**config.mk**
```make
export PLATFORM = sky130hd
export DESIGN_NAME = disjoint_interval_set_unit
export DESIGN_NICKNAME = d
export VERILOG_FILES = /design/src/hdl/dis_pkg.sv /design/src/hdl/dis_ram.sv /design/src/hdl/disjoint_interval_set_unit.sv
export VERILOG_INCLUDE_DIRS = /design/src /design/src/hdl
export SDC_FILE = /design/constraint.sdc
export NUM_CORES = 2
export LEC_CHECK = 0
export BUFFER_PORTS_ARGS = -buffer_cell sky130_fd_sc_hd__buf_4
export CORE_MARGIN = 1.5
export CORE_UTILIZATION = 55
export DETAILED_ROUTE_END_ITERATION = 6
export PLACE_DENSITY = 0.77
export SYNTH_ARGS = -nofsm -noshare
export SYNTH_HDL_FRONTEND = slang
export SYNTH_SLANG_ARGS = --single-unit
```
**constraint.sdc**
```tcl
create_clock -name clk_i -period 11.2 [get_ports clk_i]
set_clock_uncertainty 0.05 [all_clocks]
set_input_delay 0.56 -clock clk_i [delete_from_list [all_inputs] [get_ports clk_i]]
set_output_delay 0.56 -clock clk_i [all_outputs]
set_load 0.03 [all_outputs]
```
**src/hdl/assert_macros.svh**
```systemverilog
// assertion helpers
`ifndef ASSERT_MACROS_SVH
`define ASSERT_MACROS_SVH

`define ASSERT_CLK(label, clk, rst_n, prop, msg) \
  label: assert property (@(posedge clk) disable iff (!rst_n) (prop)) else $error(msg);

`define ASSERT_NEVER(label, clk, rst_n, prop, msg) \
  label: assert property (@(posedge clk) disable iff (!rst_n) !(prop)) else $error(msg);

`endif

```
**src/hdl/dis_pkg.sv**
```systemverilog
package dis_pkg;
  localparam int unsigned MaxRangesDefault = 16;
  localparam int unsigned ValW = 32;

  typedef enum logic [1:0] {
    StStored  = 2'd0,
    StCovered = 2'd1,
    StDropped = 2'd2
  } add_status_e;

  localparam logic ActAdd  = 1'b0;
  localparam logic ActRead = 1'b1;
endpackage

```
**src/hdl/dis_ram.sv**
```systemverilog
module dis_ram #(
  parameter int unsigned Width = 32,
  parameter int unsigned Depth = 16
) (
  input  logic                     clk_i,
  input  logic                     we_i,
  input  logic [$clog2(Depth)-1:0] waddr_i,
  input  logic [Width-1:0]         wdata_i,
  input  logic [$clog2(Depth)-1:0] raddr_i,
  output logic [Width-1:0]         rdata_o
);
  logic [Width-1:0] mem_q [Depth];

  always_ff @(posedge clk_i) begin
    if (we_i) begin
      mem_q[waddr_i] <= wdata_i;
    end
    rdata_o <= mem_q[raddr_i];
  end
endmodule

```
**src/hdl/disjoint_interval_set_unit.sv**
```systemverilog
// channel | valid    | stall    | payload
// in      | valid_i  | stall_o  | action_i, value_i
// out     | valid_o  | stall_i  | add_status_o, range_low_o, range_high_o, range_valid_o,
//         |          |          | last_item_o
// one item at a time; stall_o stays high while busy or while a beat waits
// an add scans the entries in order through SSrchR and SSrchW, decides in SDec and gives its beat from SOut
// an insert or a join moves one entry at a time, a read state then a write state, through the single read port
// a read emits n beats, one per entry through SRdR and SRdW, held while stalled; an empty table gives one beat
// reset empties the table at once; the entries need no clearing
// a stalled output holds the machine until the beat is taken
`include "assert_macros.svh"
module disjoint_interval_set_unit #(
  parameter int unsigned MAX_RANGES = dis_pkg::MaxRangesDefault
) (
  input  logic                    clk_i,
  input  logic                    rst_ni,
  input  logic                    valid_i,
  output logic                    stall_o,
  input  logic [0:0]              action_i,
  input  logic signed [dis_pkg::ValW-1:0] value_i,
  output logic                    valid_o,
  input  logic                    stall_i,
  output logic [1:0]              add_status_o,
  output logic signed [dis_pkg::ValW-1:0] range_low_o,
  output logic signed [dis_pkg::ValW-1:0] range_high_o,
  output logic                    range_valid_o,
  output logic                    last_item_o
);
  import dis_pkg::*;

  localparam int unsigned AW = (MAX_RANGES > 1) ? $clog2(MAX_RANGES) : 1;
  localparam int unsigned CW = $clog2(MAX_RANGES + 1);
  localparam logic [CW-1:0] CntMax = CW'(MAX_RANGES);
  localparam logic signed [ValW:0] ExtOne = (ValW+1)'(1);

  localparam logic [3:0] SIdle  = 4'd0;
  localparam logic [3:0] SSrchR = 4'd1;
  localparam logic [3:0] SSrchW = 4'd2;
  localparam logic [3:0] SDec   = 4'd3;
  localparam logic [3:0] SInsR  = 4'd4;
  localparam logic [3:0] SInsW  = 4'd5;
  localparam logic [3:0] SJnR   = 4'd6;
  localparam logic [3:0] SJnW   = 4'd7;
  localparam logic [3:0] SOut   = 4'd8;
  localparam logic [3:0] SRdR   = 4'd9;
  localparam logic [3:0] SRdW   = 4'd10;

  logic [3:0] state_q, state_d;
  logic [CW-1:0] cnt_q, cnt_d;
  logic [CW-1:0] p_q, p_d;
  logic [CW-1:0] i_q, i_d;
  logic signed [ValW-1:0] v_q, v_d;
  logic signed [ValW-1:0] loprev_q, loprev_d, hiprev_q, hiprev_d;
  logic signed [ValW-1:0] nlo_q, nlo_d, nhi_q, nhi_d;
  add_status_e st_q, st_d;
  logic ovalid_q, ovalid_d;
  add_status_e ost_q, ost_d;
  logic signed [ValW-1:0] olo_q, olo_d, ohi_q, ohi_d;
  logic orv_q, orv_d, olast_q, olast_d;

  logic we;
  logic [AW-1:0] waddr, raddr;
  logic signed [ValW-1:0] wlo, whi, rlo, rhi;

  dis_ram #(.Width(ValW), .Depth(MAX_RANGES)) u_lo (
    .clk_i, .we_i(we), .waddr_i(waddr), .wdata_i(wlo), .raddr_i(raddr), .rdata_o(rlo)
  );
  dis_ram #(.Width(ValW), .Depth(MAX_RANGES)) u_hi (
    .clk_i, .we_i(we), .waddr_i(waddr), .wdata_i(whi), .raddr_i(raddr), .rdata_o(rhi)
  );

  // adjacency judged one bit wider, so the extremes never touch
  logic signed [ValW:0] v_ext, hp_ext, nlo_ext;
  logic covered, left, right;
  assign v_ext   = {v_q[ValW-1], v_q};
  assign hp_ext  = {hiprev_q[ValW-1], hiprev_q};
  assign nlo_ext = {nlo_q[ValW-1], nlo_q};
  assign covered = (p_q != '0) && (v_q <= hiprev_q);
  assign left    = (p_q != '0) && (hp_ext + ExtOne == v_ext);
  assign right   = (p_q < cnt_q) && (nlo_ext - ExtOne == v_ext);

  assign stall_o = (state_q != SIdle) || ovalid_q;
  assign valid_o = ovalid_q;
  assign add_status_o  = ost_q;
  assign range_low_o   = olo_q;
  assign range_high_o  = ohi_q;
  assign range_valid_o = orv_q;
  assign last_item_o   = olast_q;

  always_comb begin
    state_d = state_q; cnt_d = cnt_q; p_d = p_q; i_d = i_q; v_d = v_q;
    loprev_d = loprev_q; hiprev_d = hiprev_q; nlo_d = nlo_q; nhi_d = nhi_q; st_d = st_q;
    ovalid_d = ovalid_q; ost_d = ost_q; olo_d = olo_q; ohi_d = ohi_q;
    orv_d = orv_q; olast_d = olast_q;
    we = 1'b0; waddr = AW'(i_q); wlo = rlo; whi = rhi; raddr = AW'(i_q);
    if (ovalid_q && !stall_i) begin
      ovalid_d = 1'b0;
    end
    unique case (state_q)
      SIdle: begin
        if (valid_i && !ovalid_q) begin
          v_d = value_i; p_d = '0; i_d = '0;
          if (action_i[0] == ActAdd) begin
            state_d = SSrchR;
          end else if (cnt_q == '0) begin
            ost_d = StStored; olo_d = '0; ohi_d = '0; orv_d = 1'b0; olast_d = 1'b1;
            ovalid_d = 1'b1;
          end else begin
            state_d = SRdR;
          end
        end
      end
      SSrchR: begin
        state_d = (i_q < cnt_q) ? SSrchW : SDec;
      end
      SSrchW: begin
        if (rlo <= v_q) begin
          loprev_d = rlo; hiprev_d = rhi;
          p_d = i_q + 1'b1; i_d = i_q + 1'b1; state_d = SSrchR;
        end else begin
          nlo_d = rlo; nhi_d = rhi; state_d = SDec;
        end
      end
      SDec: begin
        st_d = StStored; state_d = SOut;
        priority if (covered) begin
          st_d = StCovered;
        end else if (left && right) begin
          we = 1'b1; waddr = AW'(p_q - 1'b1); wlo = loprev_q; whi = nhi_q;
          i_d = p_q; state_d = SJnR;
        end else if (left) begin
          we = 1'b1; waddr = AW'(p_q - 1'b1); wlo = loprev_q; whi = v_q;
        end else if (right) begin
          we = 1'b1; waddr = AW'(p_q); wlo = v_q; whi = nhi_q;
        end else if (cnt_q >= CntMax) begin
          st_d = StDropped;
        end else begin
          i_d = cnt_q; state_d = SInsR;
        end
      end
      SJnR: begin
        if (i_q + 1'b1 < cnt_q) begin
          raddr = AW'(i_q + 1'b1); state_d = SJnW;
        end else begin
          cnt_d = cnt_q - 1'b1; state_d = SOut;
        end
      end
      SJnW: begin
        we = 1'b1; waddr = AW'(i_q); wlo = rlo; whi = rhi;
        i_d = i_q + 1'b1; state_d = SJnR;
      end
      SInsR: begin
        if (i_q > p_q) begin
          raddr = AW'(i_q - 1'b1); state_d = SInsW;
        end else begin
          we = 1'b1; waddr = AW'(p_q); wlo = v_q; whi = v_q;
          cnt_d = cnt_q + 1'b1; state_d = SOut;
        end
      end
      SInsW: begin
        we = 1'b1; waddr = AW'(i_q); wlo = rlo; whi = rhi;
        i_d = i_q - 1'b1; state_d = SInsR;
      end
      SOut: begin
        if (!ovalid_q || !stall_i) begin
          ost_d = st_q; olo_d = '0; ohi_d = '0; orv_d = 1'b0; olast_d = 1'b1;
          ovalid_d = 1'b1; state_d = SIdle;
        end
      end
      SRdR: begin
        state_d = SRdW;
      end
      SRdW: begin
        if (!ovalid_q || !stall_i) begin
          ost_d = StStored; olo_d = rlo; ohi_d = rhi; orv_d = 1'b1;
          olast_d = (i_q + 1'b1 == cnt_q);
          ovalid_d = 1'b1; i_d = i_q + 1'b1;
          state_d = (i_q + 1'b1 == cnt_q) ? SIdle : SRdR;
        end
      end
      default: begin
        state_d = SIdle;
      end
    endcase
  end

  always_ff @(posedge clk_i or negedge rst_ni) begin
    if (!rst_ni) begin
      state_q <= SIdle; cnt_q <= '0; p_q <= '0; i_q <= '0; v_q <= '0;
      loprev_q <= '0; hiprev_q <= '0; nlo_q <= '0; nhi_q <= '0; st_q <= StStored;
      ovalid_q <= 1'b0; ost_q <= StStored; olo_q <= '0; ohi_q <= '0;
      orv_q <= 1'b0; olast_q <= 1'b0;
    end else begin
      state_q <= state_d; cnt_q <= cnt_d; p_q <= p_d; i_q <= i_d; v_q <= v_d;
      loprev_q <= loprev_d; hiprev_q <= hiprev_d; nlo_q <= nlo_d; nhi_q <= nhi_d;
      st_q <= st_d;
      ovalid_q <= ovalid_d; ost_q <= ost_d; olo_q <= olo_d; ohi_q <= ohi_d;
      orv_q <= orv_d; olast_q <= olast_d;
    end
  end

  `ASSERT_CLK(a_cnt_max, clk_i, rst_ni, cnt_q <= CntMax, "range count above table depth")
  `ASSERT_CLK(a_busy_stall, clk_i, rst_ni, (state_q != SIdle) |-> stall_o, "busy without stall")
  `ASSERT_CLK(a_out_hold, clk_i, rst_ni, (valid_o && stall_i) |=> valid_o, "beat lost")
  `ASSERT_CLK(a_out_low, clk_i, rst_ni, (valid_o && stall_i) |=> $stable(range_low_o), "beat changed")
  `ASSERT_NEVER(a_busy_accept, clk_i, rst_ni, valid_i && !stall_o && state_q != SIdle, "accept while busy")
endmodule
```
==> results.ini <==
[pwr]
max-vdd-ir-drop_mv=0.282
internal-power_mw=12.7
power.net_switching_mw=7.70
switching_share=0.377
powerDensity_nw_per_um2=314
seq_power_share=0.402
combPwrFrac=0.377
pwr-share-clk=0.221
leakage_nw=22.6

[layout]
fin_area_sq_um=64900
reg_top3=u_hi.mem_q x512, u_lo.mem_q x512
fin_nets=3793
drive_above_1_share=0.230
final_util=0.626
area_growth_pct=12.7

[critical_path]
max_stage_delay_ps=690
arrival_ps=7230
path_class=register to register
path_cells=ha_1, nand4_1, nor4_4, nand2_1, or4_1, a221oi_1, nand3_4, nand2_1, a41o_1, nand4_1, nor2_4, buf_4, buf_4
critical_path.top_delay_family=simple AND/OR/NAND/NOR gates
cp-end-kind=register
crit_slowest_cell=nor2_4
worstSetupStartpointType=register
required_ps=11520
reg2reg_to=u_lo.mem_q[6][23]
rrSetupSlack_ps=4290
rr_startpoint=hiprev_q[0]
crit_fanout=47
path_buf_inv=2
worstRegToRegCells=13

[logic_synthesis]
synth-edff-count=1024
ys.flop_type=edfxtp_1
postSynthCellCount=3508
yosys_warnings=0
synth_cell_type_count=90
synth_nets=3638
synth_area_per_cell_sq_um=16.4
async_flop_share=0.187
syn_area_sq_um=57600
synth_seq_area_share=0.665
synth-seq-cells=1338

[floorplan]
core-area_sq_um=104000
die_h_microns=327
die_w_microns=327
rows=118
die_area_sq_um=107000
start_util=0.556
io_pins=107

[clocking]
clk_pin_slew_ps=60
cts_resized=0
cts_hold_buf=31
clock_sinks=1338
insertion_delay_ps=760
htreeDepth=4
cts_buffer_depth=3
cts-root-buf=clkbuf_16
tritoncts=done
cts_setup_buffers=0
cts_buffers=135

[placed_design]
port_buffers=106
place_ws_ps=4470
placed_cell_area_sq_um=60200
dp_hpwl_mm=96.0
gp_congestion=1.04

[sta]
slew_headroom=0.0206
drv_slew=0
hold_viol_final=0
worst_pin_slew_ps=1470
rsz0062_at_grt=false
fmax_mhz=145
hold_slack_ps=34.9
final.period_utilization=0.617
post-route-min-period_ps=6910
final.setup.tns_ps=0
worst_slack_ps=4290
setup_viol=0

[worst_hold_path]
hold_path_class=primary input to register
min_delay_path_depth=2
min-delay-start=value_i[19]
whs_endpoint=v_q[19]

[detailed_routing]
wirelength_mm=158
via_count=34208
drt-initial-drc-count=4545
drtAntennaViolNets=0
wl_per_cell_microns=30.6
drt_drc_violations_left=0
via_per_inst=6.63
drt_first_pass_iters=7

[global_routing]
grt_start_max_net_pins=112
track_usage=0.297
grt_pass1_wl_mm=231
antenna_found_initial=4
grt_pass1_vias=34217
grt_overflow_total=0

[run_status]
status=complete, no violations

[run]
maxCapViolCount=0

-- cells in the mapped netlist, types with 15 or more instances --
cell      instances  share of area
nor3_1           38         0.0033
nor4_1           25         0.0027
mux4_2          256           0.10
nand2_1         109         0.0071
edfxtp_1       1024           0.53
nand4_1          38         0.0041
mux2i_1         202          0.035
dfxtp_1          64          0.022
o211ai_1         39         0.0051
a22oi_1          21         0.0027
inv_1            91         0.0059
o21bai_1         16         0.0021
xnor2_1          56         0.0085
a22o_1           79          0.012
a21o_1           19         0.0025
o21a_1           24         0.0031
xor2_1           33         0.0050
nor2b_1          15         0.0016
a21oi_1         117          0.010
clkbuf_1        149         0.0097
ha_1             92          0.020
nand3_1          56         0.0049
buf_1            18         0.0012
mux2_2          164          0.032
and3_1           18         0.0020
buf_2            39         0.0034
nor2_1           89         0.0058
o21ai_0         138          0.012
dfrtp_1         250           0.11
o22ai_1          40         0.0043
-- logic make-up (layout without fill, tap and decap cells) --
logic type               Yosys count  count (layout)  synth area share
AND/OR/NAND/NOR                  467             467            0.0436
multiplexers                     622             622             0.167
XOR/XNOR                          89              89            0.0135
flip-flops                      1338            1338             0.665
other                              0               1                 0
AO/OA/AOI/OAI                    596             596            0.0696
adder cells (fa/ha/maj)           93              93            0.0203
buffers and inverters            303             572            0.0209
-- power by group through the flow --
stage / logic (mW) / registers (mW) / clock network (mW)
after detailed placement: 7.54 / 8.24 / 0
after global routing: 8.24 / 8.24 / 4.75
after floorplan: 5.32 / 7.70 / 0
after CTS: 7.61 / 8.14 / 4.57
after global placement: 7.39 / 8.22 / 0
final: 7.69 / 8.21 / 4.52
-- layout make-up --
cell class	instances	area, sq um
inverter	93	349
multi-input combinational	1867	18300
fill	7317	38700
timing repair buffer	228	1850
antenna	1	2.50
clock buffer	185	3700
sequential	1338	38300
clock inverter	66	714
tap	1380	1730
-- metal layers --
| metal | vias up | track usage | wire [microns] |
|---|---|---|---|
| li1 | 14289 | - | - |
| met1 | 17704 | 0.419 | 62500 |
| met2 | 1909 | 0.468 | 74600 |
| met3 | 306 | 0.0520 | 14900 |
| met4 | 0 | 0.113 | 5690 |
| met5 | - | 0 | 0 |
-- how the worst max path moves through the flow --
| stage | endpoint | cells past startpoint | start | slack [ps] |
|---|---|---|---|---|
| floorplan | u_hi.mem_q[12][0] | 14 | hiprev_q[0] | 2910 |
| global placement | u_hi.mem_q[7][20] | 12 | hiprev_q[7] | 4480 |
| detailed placement | u_hi.mem_q[7][27] | 13 | hiprev_q[0] | 4470 |
| CTS | u_lo.mem_q[7][19] | 13 | hiprev_q[0] | 4420 |
| global route | u_hi.mem_q[6][19] | 13 | hiprev_q[7] | 4060 |
| finish | u_lo.mem_q[6][23] | 13 | hiprev_q[0] | 4290 |
-- cell usage in the layout, fill, tap and decap left out, drive strengths merged, types with 56 or more instances in the layout --
cell	netlist	final
mux4	256	256
xnor2	56	56
mux2	164	164
ha	92	92
nand2	109	109
clkbuf	150	185
a22o	79	79
mux2i	202	202
dfrtp	250	250
a21oi	118	118
inv	92	104
nand3	56	56
buf	60	197
nor2	89	89
dfxtp	64	64
o21ai	139	139
edfxtp	1024	1024
-- stage by stage --
step                      total power, mW  cells
after global placement               15.6   4874
after CTS                            20.3   5156
after floorplan                      13.0   3508
after global routing                 21.2   5157
final                                20.4   5158
after detailed placement             15.8   4874
-- worst reg2reg max path: cells and delay by family, from the launching register on --
family,cells,cell delay [ps]
DFF,1,420
and+or+nand+nor,8,3720
buffers and inverters,2,1060
adders and majority gates,1,230
AOI/OAI and AO/OA,2,1050
(Power assumes the default switching activity.)
